File: src/rtl/dpf_pkg.sv
// Shared types and constants for the duplicate-filtering packet buffer.
// Beat layouts, command codes, cell control and controller state encoding.
// No dependencies.
`default_nettype none

package dpf_pkg;

    localparam int ID_W    = 16;
    localparam int STAMP_W = 32;
    localparam int CNT_W   = 7;
    localparam int LIMIT_W = 7;

    localparam logic [LIMIT_W-1:0] LIMIT_RESET = 7'd64;

    typedef enum logic [1:0] {
        MODE_ADD   = 2'd0,
        MODE_FWD   = 2'd1,
        MODE_COUNT = 2'd2,
        MODE_NOP   = 2'd3
    } mode_t;

    // Input beat, first field in the lowest bits.
    typedef struct packed {
        logic [STAMP_W-1:0] range_end;
        logic [STAMP_W-1:0] range_start;
        logic [STAMP_W-1:0] stamp;
        logic [ID_W-1:0]    dst_id;
        logic [ID_W-1:0]    src_id;
    } in_beat_t;

    // Result beat, first field in the lowest bits, padded to whole bytes.
    typedef struct packed {
        logic [6:0]         pad;
        logic [CNT_W-1:0]   match_count;
        logic [STAMP_W-1:0] out_stamp;
        logic [ID_W-1:0]    out_dst;
        logic [ID_W-1:0]    out_src;
        logic               packet_valid;
        logic               accepted;
    } out_beat_t;

    localparam int IN_DATA_W  = $bits(in_beat_t);
    localparam int OUT_DATA_W = $bits(out_beat_t);

    typedef struct packed {
        logic shift;
        logic load;
    } cell_ctl_t;

    typedef enum logic [3:0] {
        ST_IDLE = 4'b0001,
        ST_LOOK = 4'b0010,
        ST_SUM  = 4'b0100,
        ST_DONE = 4'b1000
    } state_t;

endpackage

`default_nettype wire

File: src/rtl/dpf_cell.sv
// One slot of the packet queue: holds an entry, shifts from its upper neighbor
// and compares its entry against the current command.
// Depends on dpf_pkg.
`default_nettype none

module dpf_cell #(
    parameter int ID_BITS    = 16,
    parameter int STAMP_BITS = 32
) (
    input  wire                    clk,
    input  wire                    rst_n,
    input  dpf_pkg::cell_ctl_t     ctl,
    input  wire [ID_BITS-1:0]      key_src,
    input  wire [ID_BITS-1:0]      key_dst,
    input  wire [STAMP_BITS-1:0]   key_stamp,
    input  wire [STAMP_BITS-1:0]   range_start,
    input  wire [STAMP_BITS-1:0]   range_end,
    input  wire                    nb_valid,
    input  wire [ID_BITS-1:0]      nb_src,
    input  wire [ID_BITS-1:0]      nb_dst,
    input  wire [STAMP_BITS-1:0]   nb_stamp,
    output logic                   valid,
    output logic [ID_BITS-1:0]     src,
    output logic [ID_BITS-1:0]     dst,
    output logic [STAMP_BITS-1:0]  stamp,
    output logic                   dup_hit,
    output logic                   cnt_hit
);

    logic                  valid_reg;
    logic [ID_BITS-1:0]    src_reg;
    logic [ID_BITS-1:0]    dst_reg;
    logic [STAMP_BITS-1:0] stamp_reg;
    logic                  dup_hit_reg;
    logic                  cnt_hit_reg;

    always_ff @(posedge clk or negedge rst_n)
    begin
        if (!rst_n)
        begin
            valid_reg <= 1'b0;
        end
        else if (ctl.load)
        begin
            valid_reg <= 1'b1;
        end
        else if (ctl.shift)
        begin
            valid_reg <= nb_valid;
        end
    end

    // New entry wins over the shift when both land on this slot.
    always_ff @(posedge clk)
    begin
        if (ctl.load)
        begin
            src_reg   <= key_src;
            dst_reg   <= key_dst;
            stamp_reg <= key_stamp;
        end
        else if (ctl.shift)
        begin
            src_reg   <= nb_src;
            dst_reg   <= nb_dst;
            stamp_reg <= nb_stamp;
        end
    end

    always_ff @(posedge clk)
    begin
        dup_hit_reg <= valid_reg && (src_reg == key_src) && (dst_reg == key_dst)
                       && (stamp_reg == key_stamp);
        cnt_hit_reg <= valid_reg && (dst_reg == key_dst)
                       && (stamp_reg >= range_start) && (stamp_reg <= range_end);
    end

    assign valid   = valid_reg;
    assign src     = src_reg;
    assign dst     = dst_reg;
    assign stamp   = stamp_reg;
    assign dup_hit = dup_hit_reg;
    assign cnt_hit = cnt_hit_reg;

endmodule

`default_nettype wire

File: config.mk
export PLATFORM = sky130hd
export DESIGN_NAME = dpf_cell
export DESIGN_NICKNAME = d
export VERILOG_FILES = /design/src/rtl/dpf_pkg.sv /design/src/rtl/dpf_cell.sv
export SDC_FILE = /design/constraint.sdc
export NUM_CORES = 1
export LEC_CHECK = 0
export BUFFER_PORTS_ARGS = -buffer_cell sky130_fd_sc_hd__buf_2
export CORE_ASPECT_RATIO = 0.75
export CORE_UTILIZATION = 35
export DETAILED_ROUTE_END_ITERATION = 16
export SYNTH_ARGS = -nofsm -noshare
export SYNTH_HDL_FRONTEND = slang
export SYNTH_SLANG_ARGS = --single-unit
export TNS_END_PERCENT = 30
File: constraint.sdc
create_clock -name clk -period 3.4 [get_ports clk]
set_input_delay 0.51 -clock clk [delete_from_list [all_inputs] [get_ports clk]]
set_output_delay 0.51 -clock clk [all_outputs]
set_load 0.05 [all_outputs]
==> out/results.ini <==
[floorplanning]
die_h_um=106
core_area_um2=13900
rows=37
start_util_pct=36.4
die_w_um=141
dieArea_um2=15000
ioPinCount=264

[critical_path]
cp-startpoint=stamp[13]
path_class=register to register
crit_required_ps=3660
critPathLaunchType=register
worstPathArrival_ps=2320
cp_slowest_stage_delay_ps=460
crit_slowest_cell=edfxtp_1
worstPathMaxFanout=4
worstPathCellList=ha_1, nand4_1, a2111oi_2, nor3_1, a311o_1, a32oi_1
critPathCaptureType=register
worstReg2RegStart=stamp[13]

[sta]
slew_headroom_pct=33.7
max_freq_mhz=487
finalHoldViolCount=0
whs_ps=384
rsz0062_at_grt=no
max_slew.worst_pin.slew_ps=994
finalSetupTns_ps=0
setup_ws_ps=1350
period_needed_ps=2050
finalSetupViolations=0
slew_viol_final=0
clock_skew_ps=5.03
finalCritPeriodShare_pct=60.4

[finish]
regArea_um2=1990
fillerInstances=1329
fin_cells=929
synthToLayoutAreaGrowth_pct=36.4
drive_gt1_share_pct=47.1
largest_register_ffs=32
fin_util_pct=49.6
multi_input_area_um2=2810
n_antenna_cell=0
nNetsFinal=990
design_area_um2=6910

[clocking]
root_buffer=clkbuf_16
clock_path_buffers=2
cts_resized=0
cts.clk_slew.worst_paths_ps=60
cts_buffers=9
clk_latency_ps=340
cts_hold_buffers=1
cts_setup_buffers=0
cts_sinks=67
tritoncts=built
htree_levels=3

[placed_design]
post-place-cells=912
dp.final_hpwl_um=12900
placed_area_um2=6610
io_buffers=263
routabilityCongestion=0.855
place_ws_ps=1220

[yosys]
yosysUniqueCellTypes=33
synthCells=460
synth_edf_count=64
synth_top_area_cell=edfxtp_1
yosysSeqAreaShare_pct=39.2
ys_ff_latch=67
ys_async_sr_fraction_pct=1.49
synth_fp_nets=721
postSynthAreaPerCell_um2=11.0
synth_top_area_share_pct=37.9
ys.flop_type=edfxtp_1
syn_area_um2=5070
synth_common_cells=edfxtp_1 (64), ha_1 (64), inv_1 (64), mux2_2 (64), xor2_1 (48)
synth_area_leaders=edfxtp_1 (38%), ha_1 (16%), mux2_2 (14%), xor2_1 (8.3%), inv_1 (4.7%)
yosys_warnings=0

[power]
total_power_mw=3.08
switching_share_pct=36.2
p_sw_mw=1.11
share_seq_of_total_power_pct=36.1
p_int_mw=1.96
cellPowerDensity_nw_per_um2=445
pwr-share-clk_pct=31.3
p_leak_nw=3.38
ir_drop_v=0.000317
p_comb_share_pct=32.6

[global_route]
grt_pass1_wl_um=23400
grtUsageTotal_pct=21.2
antenna_found_initial=0
first_global_vias=4546
overflow=0
grt_max_degree=66

[routing]
drt_iter0_drc=148
routedWlPerCell_um=16.9
wirelength_um=15700
viasPerCell=4.82
firstDrtPassIters=4
drc_errors=0
via_count=4481
antenna_left=0

[run_status]
status=finished, final reports clean

[min_path]
min_from=nb_valid
hold_class=input pin to register

[job]
drv_cap=0

==> power by group through the flow <==
stage                     Sequential (mW)  Clock [mW]  Combinational (mW)
after floorplan                      1.41           0               0.368
after global placement               1.12           0               0.989
after detailed placement             1.13           0                1.01
after CTS                            1.11       0.990                1.01
after global routing                 1.12        1.01                1.09
final                                1.11       0.961                1.00
==> kinds of logic after synthesis <==
kind of cell	count (synthesis)	share of synthesized area, %
and+or+nand+nor	77	7.98
xor gates and xnor gates	64	11.1
muxes	64	14.2
AOI/OAI and AO/OA	53	6.37
adders and majority gates	64	15.8
DFF	67	39.2
buffers and inverters	71	5.36
==> path summary, 6_finish.rpt <==
| check | to | depth (start not counted) | slack, ps |
|---|---|---|---|
| max | cnt_hit | 6 | 1350 |
| min | valid | 2 | 380 |
| max reg2reg | cnt_hit | 6 | 1350 |
| min reg2reg | valid | 2 | 630 |
| max in group asynchronous | valid | 2 | 2840 |
| min in group asynchronous | valid | 2 | 480 |
==> worst max-delay path: cells and delay by family (launching register included) <==
family,cells,cell delay (ps)
adders and majority gates,1,340
DFF,1,460
AOI/OAI and AO/OA,3,880
and+or+nand+nor,2,290
==> cell type report <==
cell class | instances | area share (%)
multi-input combinational | 322 | 40.7
sequential | 67 | 28.7
timing repair buffer | 265 | 19.3
clock buffer | 12 | 3.56
tap | 195 | 3.53
inverter | 64 | 3.47
clock inverter | 4 | 0.742
==> routing by layer <==
metal / global-route usage (%) / routed length [um] / vias up
met5: 0 / 0 / -
met3: 6.13 / 1130 / 20
met1: 26.0 / 7030 / 2054
li1: - / - / 2208
met2: 35.8 / 7340 / 199
met4: 6.37 / 231 / 0
==> cell usage in the layout (no fill, tap or decap), types with 2 or more instances in the layout <==
cell type | netlist | layout
buf_2 | 4 | 263
inv_1 | 64 | 64
mux2_2 | 64 | 64
ha_1 | 64 | 64
edfxtp_1 | 64 | 64
xor2_1 | 48 | 48
a21oi_1 | 27 | 27
nand4_1 | 18 | 18
nand2_1 | 18 | 18
xnor2_1 | 16 | 16
nor4_1 | 16 | 16
o21ai_0 | 10 | 10
nor2_1 | 9 | 9
clkbuf_16 | 0 | 9
nand3_1 | 8 | 8
a21o_1 | 3 | 3
a211oi_1 | 3 | 3
nand2b_1 | 3 | 3
o31ai_1 | 2 | 2
nor3_1 | 2 | 2
clkbuf_1 | 3 | 2
dfxtp_1 | 2 | 2
Note: power is estimated with default switching activity, not from simulation.
