`src/rtl/dpf_count_tree.sv`:
```
// Registered adder tree that counts the set bits of the cells' hit vector,
// with one register level per tree level.
// No package dependencies.
`default_nettype none

module dpf_count_tree #(
    parameter int N = 64
) (
    input  wire                        clk,
    input  wire [N-1:0]                bits,
    output logic [$clog2(N):0]         count
);

    localparam int LEVELS = $clog2(N);
    localparam int P      = 1 << LEVELS;
    localparam int CW     = LEVELS + 1;

    logic [CW-1:0] leaf [P];
    logic [CW-1:0] node_reg [LEVELS][P/2];

    always_comb
    begin
        for (int k = 0; k < P; k++)
        begin
            leaf[k] = '0;
            if (k < N)
            begin
                leaf[k][0] = bits[k];
            end
        end
    end

    always_ff @(posedge clk)
    begin
        for (int k = 0; k < P/2; k++)
        begin
            node_reg[0][k] <= leaf[2*k] + leaf[2*k+1];
        end
        for (int l = 1; l < LEVELS; l++)
        begin
            for (int k = 0; k < P/2; k++)
            begin
                if (k < (P >> (l + 1)))
                begin
                    node_reg[l][k] <= node_reg[l-1][2*k] + node_reg[l-1][2*k+1];
                end
            end
        end
    end

    assign count = node_reg[LEVELS-1][0];

endmodule

`default_nettype wire

```
`config.mk`:
```
export PLATFORM = sky130hd
export DESIGN_NAME = dpf_count_tree
export DESIGN_NICKNAME = d
export VERILOG_FILES = /design/src/rtl/dpf_count_tree.sv
export SDC_FILE = /design/constraint.sdc
export NUM_CORES = 1
export LEC_CHECK = 0
export BUFFER_PORTS_ARGS = -buffer_cell sky130_fd_sc_hd__buf_4
export CAP_MARGIN = 20
export CORE_UTILIZATION = 58
export CTS_CLUSTER_SIZE = 14
export DETAILED_ROUTE_END_ITERATION = 6
export GPL_TIMING_DRIVEN = 0
export HOLD_SLACK_MARGIN = 0.12
export PLACE_DENSITY = 0.78
export SYNTH_ARGS = -nofsm -noshare
export SYNTH_HDL_FRONTEND = slang
export SYNTH_SLANG_ARGS = --single-unit
export TNS_END_PERCENT = 30
```
`constraint.sdc`:
```
create_clock -name clk -period 2.1 [get_ports clk]
set_clock_uncertainty 0.05 [all_clocks]
set_input_delay 0.42 -clock clk [delete_from_list [all_inputs] [get_ports clk]]
set_output_delay 0.42 -clock clk [all_outputs]
set_load 0.02 [all_outputs]
```
==> results by group, run 1 <==
Run status
  – Status: finished, final reports clean

Cells and area
  – ANT cells: 0
  – Footprint of the multi-input gates: 0.002572 mm²
  – Sequential cell area: 0.003664 mm²
  – Max reg flops: 183
  – Filler cell count: 820
  – Post-route cell area: 0.008108 mm²
  – Layout cell share with drive strength beyond 1: 17.10%
  – Layout Nets: 836
  – Area growth syn-to-layout: 19.71%

Timing
  – Least-Margin Pin Slew: 0.2201 ns
  – Max Clk Rate: 578.7 MHz
  – Fin crit period: 1.728 ns
  – Fin. Hold Viols: 0
  – Setup TNS: 0 ns
  – Final setup viols: 0
  – Worst slew margin: 85.24%
  – Slew Viols, Final: 0
  – Final period utilization: 82.29%
  – RSZ-0062 raised after global routing: no

Detailed routing
  – Antenna viol nets, final: 0
  – Drt drc: 0
  – First drt pass iteration count: 4
  – 1st-iter DRT viols: 54
  – Routed vias: 3,610
  – Total Routed Length: 8597 µm
  – DR WL/cell: 10.85 µm
  – Vias per inst: 4.558

Power and ir drop
  – Sw frac: 28.04%
  – Seq pwr share: 42.8%
  – Leakage: 4.219 nW
  – Gate power share: 27.8%
  – Clk pwr share: 29.4%
  – Pwr Density: 1374 mW/mm²
  – Internal Power: 8.016 mW
  – Peak VDD IR: 0.8319 mV
  – Switching power: 3.124 mW

Worst hold path
  – Hold path start: bits[57]
  – Worst hold-check path type: input pin to flop

Die
  – Starting density of the core: 59.31%
  – Core area: 0.01142 mm²
  – Die Width: 110.1 µm
  – Die area: 0.01211 mm²
  – I/O pin total: 72
  – Vert. Die Dim: 110.1 µm
  – Rows: 39

Place
  – GP Congestion: 0.7586
  – Post-Place Cell Area: 0.007485 mm²
  – Input/output buffers: 71
  – HPWL after DPL: 6611 µm

Critical path
  – Flop2flop setup slack: 0.37 ns
  – Slowest Stage Delay on Critical Path: 0.43 ns
  – Cell breakdown of the critical path: ha_1 > fa_1 > a211oi_1 > nor2_1 > o21ai_0 > nand2b_1
  – CP arrival: 1.99 ns
  – CP Max Fanout: 3
  – Worst Path Required: 2.36 ns
  – Worst setup EP type: flop
  – WS Path Type: flop to flop
  – Cell at the slowest stage of the critical path: fa_1
  – Worst R2R Start: node_reg[2][137]$_DFF_P_
  – Startpoint types: flop
  – Worst Setup SP: node_reg[2][137]$_DFF_P_

CTS
  – CTS root buf: clkbuf_16
  – Clock Path Buffers: 2
  – Cts hold-fix bufs: 0
  – Cts repair resizes: 0
  – CTS Buf Count: 17
  – Post-CTS setup buffers: 0
  – Clock Latency Late Sink: 0.42 ns
  – Clk slew on worst S/H paths: 0.06 ns
  – H-tree depth: 4
  – CTS tree: yes
  – # clock sinks: 183

Yosys
  – Synthesis Warnings: 0
  – Synthesized net count: 746
  – FF+latch count, synth: 183
  – Mapped Cells: 546
  – Cell variety after synth: 18
  – Syn avg cell area: 12.40 µm²
  – Post-synthesis sequential area ratio: 54.09%
  – Post-Syn Area: 0.006773 mm²

GRT
  – First-pass GRT wire length: 15,510 µm
  – Total GRT Usage: 17.26%
  – Initial antenna violation count: 0
  – Number of global-route vias before repair: 3,854
  – GRT overflow: 0
  – Largest net degree at the start of global routing: 17

Flow run
  – Max Cap Viol: 0
-- synthesized netlist by cell type --
master | n | share of area, %
nor2_1 | 6 | 0.33
fa_1 | 31 | 9.2
dfxtp_1 | 183 | 54
ha_1 | 104 | 19
xnor2_1 | 20 | 2.6
nor2b_1 | 3 | 0.28
o21ai_0 | 10 | 0.74
a21oi_1 | 7 | 0.52
inv_1 | 129 | 7.1
buf_4 | 7 | 0.78
a21oi_2 | 1 | 0.13
a21o_2 | 1 | 0.13
xor2_1 | 3 | 0.39
nand2b_1 | 6 | 0.55
a211oi_1 | 6 | 0.67
a21o_1 | 27 | 3.0
o21bai_1 | 1 | 0.11
a211oi_2 | 1 | 0.18
-- layout make-up --
| class | count | area share (%) |
|---|---|---|
| Buffer | 7 | 0.6481 |
| Clock buffer | 20 | 5.509 |
| Clock inverter | 12 | 2.176 |
| Inverter | 129 | 5.972 |
| Multi-Input combinational cell | 227 | 31.73 |
| Sequential cell | 183 | 45.19 |
| Tap cell | 143 | 2.207 |
| Timing Repair Buffer | 71 | 6.574 |
-- through the flow --
step	worst slack [ns]	utilization [%]	std cells	total power, mW	hold slack [ns]
after floorplan	0.5093	-	546	7.135	0.3700
after global placement	0.4257	65.55	760	7.753	0.3823
after detailed placement	0.3942	65.55	760	7.969	0.3802
after CTS	0.3659	71.01	792	11.30	0.1376
after global routing	0.1993	71.01	792	12.04	0.1375
final	0.3719	71.01	792	11.14	0.1487
-- cell usage in the layout (no fill, tap or decap), types with 4 or more instances in the layout --
cell / synthesis / final
nor2_1: 6 / 6
buf_4: 7 / 78
o21ai_0: 10 / 10
clkbuf_16: 0 / 17
nand2b_1: 6 / 6
clkinvlp_4: 0 / 5
a21oi_1: 7 / 7
bufinv_16: 0 / 4
inv_1: 129 / 129
a211oi_1: 6 / 6
dfxtp_1: 183 / 183
ha_1: 104 / 104
fa_1: 31 / 31
xnor2_1: 20 / 20
a21o_1: 27 / 27
-- power by group through the flow --
stage / Combinational (mW) / Sequential [mW] / Clock (mW)
2_1_floorplan: 2.41 / 4.72 / 0
3_3_place_gp: 2.93 / 4.82 / 0
3_5_place_dp: 3.12 / 4.85 / 0
4_1_cts: 3.18 / 4.79 / 3.34
5_1_grt: 3.64 / 4.86 / 3.54
6_report: 3.09 / 4.77 / 3.28
-- final timing paths --
| path | endpoint | cells after the start |
|---|---|---|
| worst max-delay path | node_reg[2][287]$_DFF_P_ | 6 |
| worst min-delay path | node_reg[0][6]$_DFF_P_ | 2 |
| worst max register to register | node_reg[2][287]$_DFF_P_ | 6 |
| worst min register to register | node_reg[1][260]$_DFF_P_ | 1 |
-- layer usage --
metal	global-route usage, %	wire length, µm	up-vias
met5	0	0	-
met1	17.63	3484	1667
met2	31.07	4552	61
met3	5.644	333	20
met4	9.333	228	0
li1	-	-	1862
-- cell families (layout without fill, tap and decap cells) --
group           count (synthesis)  count (layout)  synth area share, %
flops                         183             183                54.09
buf+inv                       136             239                7.925
fa+ha+maj                     135             135                28.38
compound gates                 54              54                5.468
xor+xnor                       23              23                2.974
simple gates                   15              15                1.164
-- critical path: cells and delay by family, from the launching register on --
kind	cells	cell delay (ns)
adder cells (fa/ha/maj)	2	0.66
AO/OA/AOI/OAI	2	0.43
flip-flops	1	0.32
AND/OR/NAND/NOR	2	0.16
(Power assumes the default switching activity.)
==> run 2, diff against run 1 <==
==> constraint.sdc (replaced) <==
create_clock -name clk -period 1.8 [get_ports clk]
set_clock_uncertainty 0.05 [all_clocks]
set_input_delay 0.36 -clock clk [delete_from_list [all_inputs] [get_ports clk]]
set_output_delay 0.36 -clock clk [all_outputs]
set_load 0.02 [all_outputs]
==> results by group, run 2 (synthesized netlist as in run 1, its figures left out) <==
Detailed routing
  – Vias per inst: 4.528 (-0.67%)
  – 1st-iter DRT viols: 77 (+43%)
  – Total Routed Length: 11,150 µm (+30%)
  – Routed vias: 4,007 (+11%)
  – DR WL/cell: 12.60 µm (+16%)
  – Drt drc: 0 (unchanged)
  – First drt pass iteration count: 4 (unchanged)
  – Antenna viol nets, final: 0 (unchanged)

Cells and area
  – Max reg flops: 183 (unchanged)
  – Layout cell share with drive strength beyond 1: 15.23% (-1.9 points)
  – Layout Nets: 929 (+11%)
  – Most frequent cells in the layout: dfxtp_1 (183), inv_1 (129), ha_1 (104)
  – Final core area utilization: 79.22% (+8.2 points)
  – Area growth syn-to-layout: 33.57%
  – Most common cell after layout, fill and taps aside: dfxtp_1
  – ANT cells: 0 (unchanged)
  – Final std cells w/o fill: 885 (+12%)

Critical path
  – Worst Setup SP: bits[36]
  – Flop2flop setup slack: 0.16 ns (-0.21 ns)
  – WS Path Type: input pin to flop
  – Reg2Reg Depth: 5 (-1)
  – Slowest Stage Delay on Critical Path: 0.59 ns (+0.16 ns)
  – CP Max Fanout: 1 (-2)
  – Worst setup path endpoint: node_reg[0][26]$_DFF_P_
  – Worst reg2reg endpoint: node_reg[2][285]$_DFF_P_
  – Cell breakdown of the critical path: dlygate4sd3_1 > buf_4 > ha_1 > dlygate4sd3_1
  – CP Depth: 4 (-2)
  – Worst setup EP type: flop
  – CP most frequent cell: dlygate4sd3_1
  – Worst Path Required: 2.06 ns (-0.30 ns)
  – Buffers plus inverters on the worst setup path: 3 (+3)
  – Cell at the slowest stage of the critical path: dlygate4sd3_1
  – CP arrival: 1.94 ns (-0.05 ns)
  – Worst R2R Start: node_reg[2][137]$_DFF_P_
  – Startpoint types: input pin
  – Top delay family on crit path: buffers and inverters

Timing
  – Final setup viols: 0 (unchanged)
  – Worst slew margin: 85.41% (+0.17 points)
  – Setup TNS: 0 ns (unchanged)
  – Fin crit period: 1.681 ns
  – RSZ-0062 raised after global routing: no
  – Final worst slack: 0.1186 ns (-0.2533 ns)
  – Fin. Hold Viols: 0 (unchanged)
  – Final period utilization: 93.41%
  – Least-Margin Pin Slew: 0.2175 ns (-0.002544 ns)
  – Max Clk Rate: 594.7 MHz
  – Slew Viols, Final: 0 (unchanged)

Die
  – Vert. Die Dim: 110.1 µm (unchanged)
  – Core area: 0.01142 mm² (unchanged)
  – I/O pin total: 72 (unchanged)
  – Rows: 39 (unchanged)
  – Starting density of the core: 59.31% (unchanged)
  – Die area: 0.01211 mm² (unchanged)
  – Die Width: 110.1 µm (unchanged)

CTS
  – Clk slew on worst S/H paths: 0.06 ns (about the same)
  – CTS tree: yes
  – Clock Path Buffers: 2 (unchanged)
  – CTS root buf: clkbuf_16
  – Clock Latency Late Sink: 0.42 ns (about the same)
  – CTS Buf Count: 17 (unchanged)
  – Post-CTS setup buffers: 0 (unchanged)
  – H-tree depth: 4 (unchanged)
  – # clock sinks: 183 (unchanged)

Power and ir drop
  – Pwr Density: 1476 mW/mm² (+7.4%)
  – Peak VDD IR: 1.010 mV (+21%)
  – Leakage: 4.607 nW (+9.2%)

GRT
  – Largest net degree at the start of global routing: 17 (unchanged)
  – Number of global-route vias before repair: 4,441 (+15%)
  – Initial antenna violation count: 0 (unchanged)
  – GRT overflow: 0 (unchanged)
  – First-pass GRT wire length: 19,060 µm (+23%)
  – Total GRT Usage: 21.53% (+4.3 points)

Place
  – Placed Cells incl. Taps: 760 (unchanged)
  – Input/output buffers: 71 (unchanged)
  – Pre-CTS setup slack: 0.09415 ns (-0.3000 ns)
  – GP Congestion: 0.7586 (unchanged)
  – HPWL after DPL: 6611 µm (unchanged)

Flow run
  – Max Cap Viol: 0 (unchanged)

Worst hold path
  – Worst hold-check path type: input pin to flop

Run status
  – Status: finished, final reports clean
## run 2: cell count changes in the layout (fill, tap and decap cells not counted), sizes merged
| cell | change |
|---|---|
| dlygate4sd3 | +93 |
## run 2: per-stage QoR
stage / total power, mW / cell area (µm²) / hold slack (ns)
finish: 13.35 / 9046 / 0.1316
global route: 14.37 / 9046 / 0.1232
CTS: 13.39 / 9029 / 0.1202
detailed placement: 9.297 / 7485 / 0.3802
global placement: 9.045 / 7485 / 0.3823
floorplan: 8.325 / 6773 / 0.3700
## run 2: metal layers
layer	global-route usage, %	vias to the layer above	part of all wire, %
li1	-	2052	-
met1	21.36	1874	38
met2	41.52	62	56
met3	5.585	19	2.8
met4	9.714	0	2.5
met5	0	-	0
## run 2: worst min-delay path by stage
| stage | endpoint | cells after the start | slack, ns | startpoint |
|---|---|---|---|---|
| floorplan | node_reg[0][176]$_DFF_P_ | 1 | 0.37 | node_reg[0][2]$_DFF_P_ |
| global placement | node_reg[0][253]$_DFF_P_ | 1 | 0.38 | node_reg[0][81]$_DFF_P_ |
| detailed placement | node_reg[1][260]$_DFF_P_ | 1 | 0.38 | node_reg[1][95]$_DFF_P_ |
| CTS | node_reg[0][117]$_DFF_P_ | 2 | 0.12 | bits[6] |
| global route | node_reg[0][17]$_DFF_P_ | 2 | 0.12 | bits[46] |
| finish | node_reg[0][17]$_DFF_P_ | 2 | 0.13 | bits[46] |
## run 2: repair_timing
item | in CTS | in global routing
gates resized for setup | 0 | 2
setup endpoints to repair | 0 | 1
hold endpoints to repair | 62 | 1
hold buffers | 92 | 1
## run 2: power by group
part,leakage (nW),total (mW),internal (mW),switching (mW)
registers,1.53,5.59,5.14,0.445
logic,2.79,3.93,2.07,1.86
clock network,0.288,3.84,2.35,1.48
total,4.61,13.4,9.56,3.79
## run 2: final cells by class
class / instances / area (µm²)
buffer: 7 / 52.55
timing repair buffer: 164 / 1464
clock buffer: 20 / 446.7
clock inverter: 12 / 176.4
sequential: 183 / 3664
tap: 143 / 178.9
multi-input combinational: 227 / 2580
inverter: 129 / 484.2
fill: 696 / 2372
